<file path="src/design/msgr_pkg.sv">
// shared constants and codes for the multi-stop gradient row colour block
package msgr_pkg;

  localparam int MAX_STOPS = 8;
  localparam int STOP_AW   = $clog2(MAX_STOPS);

  localparam int POS_W   = 7;
  localparam int COLOR_W = 32;
  localparam int STOP_W  = POS_W + COLOR_W;

  localparam int REM_W = 24;
  localparam int DSH_W = 25;

  localparam logic [1:0] CMD_STOP    = 2'd0;
  localparam logic [1:0] CMD_RESTART = 2'd1;
  localparam logic [1:0] CMD_ROW     = 2'd2;

  localparam logic [1:0] REG_TOP    = 2'd0;
  localparam logic [1:0] REG_BOTTOM = 2'd1;
  localparam logic [1:0] REG_COUNT  = 2'd2;

  localparam logic [8:0] POS_FULL  = 9'd256;
  localparam logic [6:0] PCT_SCALE = 7'd100;

endpackage

</file>
<file path="src/design/msgr_ram.sv">
// generic single-port-write, single-port-read ram with registered read data
module msgr_ram #(
  parameter int WIDTH = 8,
  parameter int DEPTH = 8
) (
  input  logic                     clk,
  input  logic                     we,
  input  logic [$clog2(DEPTH)-1:0] waddr,
  input  logic [WIDTH-1:0]         wdata,
  input  logic [$clog2(DEPTH)-1:0] raddr,
  output logic [WIDTH-1:0]         rdata
);

  logic [WIDTH-1:0] mem [DEPTH];

  always_ff @(posedge clk) begin
    if (we) begin
      mem[waddr] <= wdata;
    end
    rdata <= mem[raddr];
  end

endmodule

</file>
<file path="src/design/multi_stop_gradient_row_color_core.sv">
// Colour of one row of a vertical multi-stop gradient. Stops sit in a small
// ram of packed position and colour; stop writes and walk restarts are taken
// in the idle state. A row item holds the input off while it runs: one setup
// step, a restoring divider of ten steps for the row position (one step when
// the quotient clamps to full, none when the position is fixed at once), a step
// to scale it to percent, a ram read and a check of the current stop (a fresh
// read and check when the walk restarts at stop zero), one check per further
// stop visited (up to seven, registered read), eight more divider steps for
// the position inside the segment and one lerp step. The lerp step waits while
// an earlier colour is still held by the receiver. New items are held off
// until the row is finished, while a finished colour waits in the output
// register without blocking the next stop write.
module multi_stop_gradient_row_color_core (
  input  logic        clk,
  input  logic        rst_n,
  input  logic        in_valid,
  output logic        in_stall,
  input  logic [1:0]  in_command,
  input  logic [2:0]  in_stop_slot,
  input  logic [6:0]  in_stop_position,
  input  logic [31:0] in_stop_color,
  input  logic signed [15:0] in_row,
  output logic        out_valid,
  input  logic        out_stall,
  output logic [7:0]  out_red,
  output logic [7:0]  out_green,
  output logic [7:0]  out_blue,
  output logic [7:0]  out_alpha,
  output logic [2:0]  out_segment,
  input  logic        cfg_we,
  input  logic [1:0]  cfg_index,
  input  logic [15:0] cfg_data
);

  typedef enum logic [2:0] {
    S_IDLE, S_SETUP, S_DIV, S_PCT, S_RD_I, S_CHK_I, S_CHK_N, S_LERP
  } state_t;

  localparam int AW = msgr_pkg::STOP_AW;

  state_t state_r;

  logic signed [15:0] top_r, bottom_r;
  logic [3:0]         count_r;
  logic [AW-1:0]      walk_r;

  logic signed [15:0] row_r;
  logic [8:0]         pos_r;
  logic [6:0]         pct_r;
  logic [AW-1:0]      i_r;
  logic [6:0]         p_i_r;
  logic [31:0]        c0_r, c1_r;
  logic [7:0]         r_r;

  logic [msgr_pkg::REM_W-1:0] rem_r;
  logic [msgr_pkg::DSH_W-1:0] dsh_r;
  logic [8:0]                 q_r;
  logic [3:0]                 cnt_r;
  logic                       sat_chk_r;
  logic                       div_pos_r;

  logic        out_valid_r;
  logic [7:0]  red_r, green_r, blue_r, alpha_r;
  logic [AW-1:0] seg_r;

  // ram access
  logic                        ram_we;
  logic [AW-1:0]               ram_raddr;
  logic [msgr_pkg::STOP_W-1:0] ram_rdata;
  logic [6:0]                  rd_pos;
  logic [31:0]                 rd_color;

  logic        in_acc;
  logic [AW-1:0] last;
  logic signed [16:0] diff, dden;
  logic [15:0] diff_mag, dden_mag;
  logic [25:0] trial;
  logic        ge;
  logic [8:0]  q_nxt;
  logic [15:0] pct_prod;
  logic [AW-1:0] i_inc;
  logic [7:0]  lerp_nxt [4];

  assign in_acc   = in_valid && !in_stall;
  assign in_stall = (state_r != S_IDLE);
  assign ram_we   = in_acc && (in_command == msgr_pkg::CMD_STOP);
  assign rd_pos   = ram_rdata[msgr_pkg::STOP_W-1:msgr_pkg::COLOR_W];
  assign rd_color = ram_rdata[msgr_pkg::COLOR_W-1:0];
  assign i_inc    = i_r + AW'(1);

  msgr_ram #(
    .WIDTH(msgr_pkg::STOP_W),
    .DEPTH(msgr_pkg::MAX_STOPS)
  ) u_stops (
    .clk  (clk),
    .we   (ram_we),
    .waddr(AW'(in_stop_slot)),
    .wdata({in_stop_position, in_stop_color}),
    .raddr(ram_raddr),
    .rdata(ram_rdata)
  );

  always_comb begin
    case (state_r)
      S_CHK_I: ram_raddr = i_inc;
      S_CHK_N: ram_raddr = i_r + AW'(2);
      default: ram_raddr = i_r;
    endcase
  end

  // last usable stop index from the clamped stop count
  always_comb begin
    if (count_r < 4'd2) begin
      last = AW'(1);
    end else if (32'(count_r) > msgr_pkg::MAX_STOPS) begin
      last = AW'(msgr_pkg::MAX_STOPS - 1);
    end else begin
      last = AW'(count_r - 4'd1);
    end
  end

  always_comb begin
    diff     = 17'(row_r) - 17'(top_r);
    dden     = 17'(bottom_r) - 17'(top_r);
    diff_mag = diff[16] ? 16'(-diff) : diff[15:0];
    dden_mag = dden[16] ? 16'(-dden) : dden[15:0];
    trial    = {2'b00, rem_r} - {1'b0, dsh_r};
    ge       = !trial[25];
    q_nxt    = {q_r[7:0], ge};
    pct_prod = 16'(pos_r) * 16'(msgr_pkg::PCT_SCALE);
  end

  always_comb begin
    logic [16:0] sum;
    logic [8:0]  w0;
    sum = '0;
    w0  = msgr_pkg::POS_FULL - {1'b0, r_r};
    for (int ch = 0; ch < 4; ch++) begin
      sum = 17'(c0_r[8*ch +: 8]) * 17'(w0) + 17'(c1_r[8*ch +: 8]) * 17'(r_r);
      lerp_nxt[ch] = sum[15:8];
    end
  end

  always_ff @(posedge clk) begin
    if (!rst_n) begin
      state_r     <= S_IDLE;
      top_r       <= 16'sd0;
      bottom_r    <= 16'sd255;
      count_r     <= 4'd2;
      walk_r      <= '0;
      out_valid_r <= 1'b0;
    end else begin
      if (cfg_we) begin
        case (cfg_index)
          msgr_pkg::REG_TOP:    top_r    <= cfg_data;
          msgr_pkg::REG_BOTTOM: bottom_r <= cfg_data;
          msgr_pkg::REG_COUNT:  count_r  <= cfg_data[3:0];
          default: ;
        endcase
      end
      // the lerp step reloads the output register itself
      if (out_valid_r && !out_stall && state_r != S_LERP) begin
        out_valid_r <= 1'b0;
      end

      case (state_r)
        S_IDLE: begin
          if (in_acc) begin
            case (in_command)
              msgr_pkg::CMD_RESTART: walk_r <= '0;
              msgr_pkg::CMD_ROW: begin
                row_r   <= in_row;
                state_r <= S_SETUP;
              end
              default: ;
            endcase
          end
        end
        S_SETUP: begin
          if (dden == 17'sd0) begin
            pos_r   <= msgr_pkg::POS_FULL;
            state_r <= S_PCT;
          end else if (diff == 17'sd0 || diff[16] != dden[16]) begin
            pos_r   <= '0;
            state_r <= S_PCT;
          end else begin
            rem_r     <= {diff_mag, 8'd0};
            dsh_r     <= {dden_mag, 9'd0};
            q_r       <= '0;
            cnt_r     <= 4'd8;
            sat_chk_r <= 1'b1;
            div_pos_r <= 1'b1;
            state_r   <= S_DIV;
          end
        end
        S_DIV: begin
          dsh_r <= dsh_r >> 1;
          if (sat_chk_r) begin
            // quotient of 512 or more clamps straight to full
            if (ge) begin
              pos_r   <= msgr_pkg::POS_FULL;
              state_r <= S_PCT;
            end
            sat_chk_r <= 1'b0;
          end else begin
            if (ge) begin
              rem_r <= trial[msgr_pkg::REM_W-1:0];
            end
            q_r   <= q_nxt;
            cnt_r <= cnt_r - 4'd1;
            if (cnt_r == 4'd0) begin
              if (div_pos_r) begin
                pos_r   <= (q_nxt > msgr_pkg::POS_FULL) ? msgr_pkg::POS_FULL : q_nxt;
                state_r <= S_PCT;
              end else begin
                r_r     <= q_nxt[7:0];
                state_r <= S_LERP;
              end
            end
          end
        end
        S_PCT: begin
          pct_r   <= pct_prod[14:8];
          i_r     <= (walk_r > last) ? '0 : walk_r;
          state_r <= S_RD_I;
        end
        S_RD_I: begin
          state_r <= S_CHK_I;
        end
        S_CHK_I: begin
          if (pct_r < rd_pos && i_r != '0) begin
            // behind the current stop: walk again from stop zero
            i_r     <= '0;
            state_r <= S_RD_I;
          end else begin
            p_i_r <= rd_pos;
            c0_r  <= rd_color;
            if (i_r == last) begin
              c1_r    <= rd_color;
              r_r     <= '0;
              state_r <= S_LERP;
            end else begin
              state_r <= S_CHK_N;
            end
          end
        end
        S_CHK_N: begin
          if (pct_r >= rd_pos) begin
            i_r   <= i_inc;
            p_i_r <= rd_pos;
            c0_r  <= rd_color;
            if (i_inc == last) begin
              c1_r    <= rd_color;
              r_r     <= '0;
              state_r <= S_LERP;
            end
          end else begin
            c1_r <= rd_color;
            if (pct_r < p_i_r) begin
              r_r     <= '0;
              state_r <= S_LERP;
            end else begin
              rem_r     <= {9'd0, 7'(pct_r - p_i_r), 8'd0};
              dsh_r     <= {11'd0, 7'(rd_pos - p_i_r), 7'd0};
              q_r       <= '0;
              cnt_r     <= 4'd7;
              sat_chk_r <= 1'b0;
              div_pos_r <= 1'b0;
              state_r   <= S_DIV;
            end
          end
        end
        S_LERP: begin
          if (!(out_valid_r && out_stall)) begin
            red_r       <= lerp_nxt[0];
            green_r     <= lerp_nxt[1];
            blue_r      <= lerp_nxt[2];
            alpha_r     <= lerp_nxt[3];
            seg_r       <= i_r;
            walk_r      <= i_r;
            out_valid_r <= 1'b1;
            state_r     <= S_IDLE;
          end
        end
        default: state_r <= S_IDLE;
      endcase
    end
  end

  assign out_valid   = out_valid_r;
  assign out_red     = red_r;
  assign out_green   = green_r;
  assign out_blue    = blue_r;
  assign out_alpha   = alpha_r;
  assign out_segment = 3'(seg_r);

  a_row_starts_work: assert property (@(posedge clk) disable iff (!rst_n)
    in_acc && in_command == msgr_pkg::CMD_ROW |=> state_r == S_SETUP)
    else $error("row item did not start the position setup");

  a_divisor_nonzero: assert property (@(posedge clk) disable iff (!rst_n)
    state_r == S_DIV |-> dsh_r != '0)
    else $error("divider running with a zero divisor");

  a_result_from_lerp: assert property (@(posedge clk) disable iff (!rst_n)
    $rose(out_valid_r) |-> $past(state_r) == S_LERP)
    else $error("result raised outside the lerp step");

endmodule

</file>
<file path="config.mk">
export PLATFORM = sky130hd
export DESIGN_NAME = multi_stop_gradient_row_color_core
export DESIGN_NICKNAME = d
export VERILOG_FILES = /design/src/design/msgr_pkg.sv /design/src/design/msgr_ram.sv /design/src/design/multi_stop_gradient_row_color_core.sv
export SDC_FILE = /design/constraint.sdc
export NUM_CORES = 2
export LEC_CHECK = 0
export BUFFER_PORTS_ARGS = -buffer_cell sky130_fd_sc_hd__clkbuf_2
export CORE_UTILIZATION = 44
export DETAILED_ROUTE_END_ITERATION = 10
export GPL_TIMING_DRIVEN = 0
export HOLD_SLACK_MARGIN = 0.15
export PLACE_DENSITY = 0.63
export SYNTH_ARGS = -nofsm -noshare
export SYNTH_HDL_FRONTEND = slang
export SYNTH_SLANG_ARGS = --single-unit
export TNS_END_PERCENT = 100
</file>
<file path="constraint.sdc">
create_clock -name clk -period 6.44 [get_ports clk]
set_input_delay 1.288 -clock clk [delete_from_list [all_inputs] [get_ports clk]]
set_output_delay 1.288 -clock clk [all_outputs]
set_load 0.02 [all_outputs]
</file>
After elaboration in Yosys (flattened, before gate mapping)
Memories as Yosys holds them, arrays and structs flattened. A register that Yosys moved wholly into a read port is not among the register bits.
Index checks and enable logic that the tools add are counted.
- add/subtract/negate cells: 16
- multipliers: 9
- div/mod/pow operators: 0
- order comparisons: 7
- equal/unequal tests: 37
- shift operators: 0
- muxes and demuxes: 91
- bitwise logic cells: 1
- reduce and logical (&&, ||, !) cells: 42
- operators by type and width (cell ; count):
    $mux 32 ; 6
    $mux 24 ; 6
    $pmux 32 s2 ; 2
    $mux 8 ; 13
    $mux 25 ; 4
    $pmux 25 s3 ; 1
    $pmux 24 s3 ; 1
    $add 16x16->16 ; 4
    $mul 8x8->16 ; 4
    $mul 8x9->16 ; 4
    $mux 9 ; 7
    $mux 3 ; 18
    $pmux 8 s3 ; 2
    $logic_not 17->1 ; 2
    $sub 16x16->17 ; 2
    $mux 16 ; 2
    $neg 16->16 ; 2
    $ne 2x2->1 const B ; 14
    $sub 24x25->26 ; 1
    $pmux 3 s8 ; 1
    $reduce_and 6->1 ; 4
    $ne 3x3->1 const B ; 7
    $mux 4 ; 5
    $pmux 9 s2 ; 1
    46 further kinds ; 90
- register bits after elaboration: 255
- bits in latches: 0
- bits in writable memories: 312
- ROM bits: 0
- input bits: 83
- output and inout bits: 37
- word-level logic and storage cells: 229
- memories kept: 1
- memories (memory ; depth ; bits a word ; rd ports ; clocked after Yosys merged registers in ; write ports ; line ; RTL):
    u_stops.mem ; 8 ; 39 ; 1 ; 1 ; 1 ; msgr_ram.sv:14 ; logic [WIDTH-1:0] mem [DEPTH];

Logic depth before layout (Yosys ltp)
- depth in word-level cells: 8
- gate-level depth with buffers: 26
- gate-level depth less buffers: 24

Cells and area by module
From an unflattened synthesis, not the netlist that was laid out.
- cells, all modules: 3831
- area, all modules: 44368.8 um2
- modules (own cells, without submodules) (module ; times used ; cells an instance ; area an instance (um2) ; sequential area each (um2)):
    multi_stop_gradient_row_color_core ; 1 ; 3328 ; 31739.2 ; 7226.9
    msgr_ram ; 1 ; 503 ; 12629.6 ; 10149.7

Worst setup path after synthesis
OpenSTA, ideal clock, no wires.
- kind: reg-to-reg
- from: register r_r[0]
- to: register blue_r[7], in the netlist out_blue[7], data pin
- library setup time: 260 ps
- arrival time: 6414 ps
- required time: 6180 ps
- setup slack: -234 ps
- cell stages (with the launch flop): 26
- path buffers: 3
- clock period less this slack: 6674 ps
- path through: edfxtp_1 clkbuf_1 inv_1 ha_1 nand2_1 or3_1 nor3_1 clkbuf_1 clkbuf_1 nand2_1 fa_1 fa_1 inv_1 fa_1 fa_1 fa_1 inv_1 fa_1 inv_1 ha_1 and3_1 a21oi_1 nand3_1 a31o_2 a21oi_1 xnor2_1
- RTL lines (item ; line ; RTL):
    start, declared ; multi_stop_gradient_row_color_core.sv:53 ; logic [7:0] r_r;
    start signal, assigned ; multi_stop_gradient_row_color_core.sv:216 ; r_r <= q_nxt[7:0];
    end signal, assigned ; multi_stop_gradient_row_color_core.sv:277 ; blue_r <= lerp_nxt[2];
    end, declared ; multi_stop_gradient_row_color_core.sv:63 ; logic [7:0] red_r, green_r, blue_r, alpha_r;

==> reports/metrics.yaml <==
outcome: "finished, violations left"
violations: "negative setup slack"
synth_ff_type: "edfxtp_1"
die_w_um: 319
cts_tree: "built"
synth_edf_count: 524
maxSlewViolCount: 0
area_growth_pct: 14.8
initial_utilization_pct: 44.6
min_period_over_period_pct: 102
switching_share_pct: 28.8
met2_length_um: 52600
leakage_nw: 21.2
ios: 120
grt_pass1_vias: 29765
cp_slowest_cell: "fa_1"
layout_setup_ws_ns: -0.142
fin_nets: 4921
hold_viol: 0
cts-root-buf: "clkbuf_16"
first_iter_violations: 2107
synth_area_per_cell_um2: 11.6
hold_depth: 0
cts_buffer_depth: 3
grt_max_degree: 33
cp.buffers_inverters: 6
min-delay-start: "u_stops.rdata[0]$_DFF_P_"
p_total_mw: 11.3
p_clk_share_pct: 36.6
relSlewSlack_pct: 8.91
synthCells: 3812
pwr-share-seq_pct: 41.2
crit_family: "adder cells"
numPortBuffers: 118
post-route-min-period_ns: 6.58
power_frac_comb_pct: 22.2
clkSinkCount: 606
max_stage_delay_ns: 0.53
post-place-ws_ns: -2.51
drcViolationCount: 0
core_area_um2: 98900
yosysSeqAreaShare_pct: 39.4
ir_worst_vdd_mv: 0.172
cp-start-kind: "flip-flop"
rr_worst_depth: 25
drive_gt1_share_pct: 14.4
rsz0062_at_grt: "true"
vias: 28468
finalClockSkew_ns: 0.0419
fp.dieH_um: 319
wirelength_um: 112000
grt_usage_pct: 22.5
path_depth: 25
maxCapViolCount: 0
ys_ff_latch: 606
power_density_nw_per_um2: 223
yosysWarnings: 0
dieArea_um2: 102000
setup_violations: 9
syn-num-nets: 4657
ant_nets: 0
crit_top_cell: "fa_1"
fmax_ghz: 0.152
htreeDepth: 3
setup.worst_path.start: "r_r[0]$_SDFFCE_PN0P_"
clock_latency_ns: 0.66
arrival_ns: 6.99
wl_per_cell_um: 20.6
overflow: 0
dr.max_layer_used: "met5"
syn_area_um2: 44100
power_switching_mw: 3.26
wl_met3_um: 7250
async_flop_share_pct: 0
hpwl_um: 83200
viasPerCell: 5.25
path_max_fanout: 5
worst_pin_slew_ns: 1.36
path_clk_slew_ns: 0.06
place_congestion: 0.904
worstReg2RegStart: "r_r[0]$_SDFFCE_PN0P_"
antenna_found_initial: 10
end_kind: "flip-flop"
crit_type: "flip-flop to flip-flop"
wl_met1_um: 48000
num_rows: 115
hold_path_class: "flip-flop to flip-flop"
internal_power_mw: 8.06
cp_data_required_time_ns: 6.85
first_pass_iters: 6
grt_first_pass_wirelength_um: 174000
cts_buffers: 71
yosysUniqueCellTypes: 78
==> layout by cell type (no fill, tap or decap), drive strengths merged, types with 15 or more instances in the layout <==
cell	n
nand2	353
xnor2	101
fa	408
nand2b	17
dfxtp	82
mux2	39
and3	25
nand3	37
ha	354
a211oi	23
a21o	28
nor2b	23
and2	347
buf	108
nor3	40
a21boi	31
mux4	78
o21ai	78
edfxtp	524
nor2	114
xor2	50
clkinv	17
inv	644
a21oi	94
o21a	15
clkbuf	323
==> worst reg2reg max path, delay by kind of cell, from the launching register on <==
family | cells | cell delay [ns]
buf+inv | 6 | 0.62
simple gates | 5 | 0.77
compound gates | 4 | 0.69
fa+ha+maj | 8 | 3.32
xor+xnor | 2 | 0.47
flops | 1 | 0.50
==> power groups by stage <==
stage	clock network, mW	logic [mW]	registers [mW]
finish	4.15	2.51	4.66
CTS	4.23	2.45	4.66
global placement	0	2.22	4.75
global route	4.35	2.83	4.68
detailed placement	0	2.29	4.74
floorplan	0	1.67	4.70
==> state kept, by name (all words and copies together), names as in the netlist, 7 cells and up <==
signal	flops
row_r	16
out_red	8
u_stops.mem	312
rem_r	24
u_stops.rdata	39
top_r	16
p_i_r	7
out_blue	8
c1_r	32
pos_r	9
pct_r	7
r_r	8
bottom_r	16
q_r	8
c0_r	32
dsh_r	25
out_alpha	8
out_green	8
==> Yosys cell counts, drive strengths merged (4+ instances only) <==
master	count	share of area [%]
nand2b	17	0.24
nand4	12	0.17
nor3	40	0.45
o22ai	12	0.17
and4	4	0.079
mux2	39	1.0
edfxtp	524	36
and3	25	0.35
and2	347	4.9
nand3b	6	0.10
a211o	5	0.10
buf	23	0.22
nor4	6	0.13
o31ai	6	0.10
or3	10	0.14
o21ai	78	0.88
mux2i	5	0.11
clkbuf	116	0.99
nand2	353	3.0
a21boi	31	0.53
a21oi	94	1.1
a21o	28	0.48
nor2b	23	0.33
dfxtp	82	3.7
a31oi	12	0.17
xor2	50	0.99
a221oi	5	0.14
o21a	15	0.26
inv	640	5.4
nand3	37	0.42
o41ai	5	0.099
ha	354	10
or2	7	0.10
o211ai	6	0.10
nor3b	4	0.068
nor2	114	0.97
a211oi	23	0.39
mux4	78	4.0
fa	408	19
o21bai	12	0.20
o211a	5	0.11
xnor2	101	2.0
==> cell families (layout without fill, tap and decap cells) <==
| logic type | Yosys count | after routing | synth area share [%] |
|---|---|---|---|
| adders and majority gates | 762 | 762 | 28.5 |
| xor gates and xnor gates | 151 | 151 | 3.00 |
| AOI/OAI and AO/OA | 374 | 374 | 5.60 |
| muxes | 122 | 122 | 5.09 |
| buffers and inverters | 780 | 1100 | 6.66 |
| and+or+nand+nor | 1017 | 1017 | 11.7 |
| other | 0 | 2 | 0 |
| DFF | 606 | 606 | 39.4 |
==> through the flow <==
stage                     std cells  hold WS (ns)  area, µm²  TNS [ns]  utilization [%]
after floorplan                3812         0.404      44100         0                -
after global placement         5217         0.404      46300   -175.70             46.9
after detailed placement       5241         0.415      46900    -52.48             47.4
after CTS                      5406         0.417      50300    -0.980             50.9
after global routing           5420         0.439      50700     -3.57             51.2
final                          5421         0.421      50700    -0.682             51.3
==> worst paths after layout <==
| kind | endpoint | slack, ns |
|---|---|---|
| max | out_red[7]$_DFFE_PP_ | -0.14 |
| min | c1_r[0]$_DFFE_PP_ | 0.42 |
| max reg2reg | out_red[7]$_DFFE_PP_ | -0.14 |
| min reg2reg | c1_r[0]$_DFFE_PP_ | 0.42 |
==> metal layers <==
metal | GRT usage, % | vias to the layer above
met5 | 0 | -
met4 | 8.22 | 12
met3 | 4.32 | 219
met2 | 36.6 | 845
met1 | 29.9 | 14165
li1 | - | 13227
==> cell type report <==
type                            count  area [µm²]
Fill cell                        8625       48200
Multi-Input combinational cell   2426       24600
Tap cell                         1287        1610
Buffer                            133         707
Timing Repair Buffer              197        1540
Inverter                          641        2410
Sequential cell                   606       17400
Clock inverter                     28         402
Clock buffer                      101        2010
Antenna cell                        2        5.00
==> what timing repair did <==
action,in CTS,in global routing
resized for setup,155,66
gates cloned,2,0
pin swaps,75,59
hold buffers,0,0
buffers inserted,39,15
hold endpoints to repair,0,0
endpoints found under the setup margin,32,27
Power figures use the tool's default switching activity.
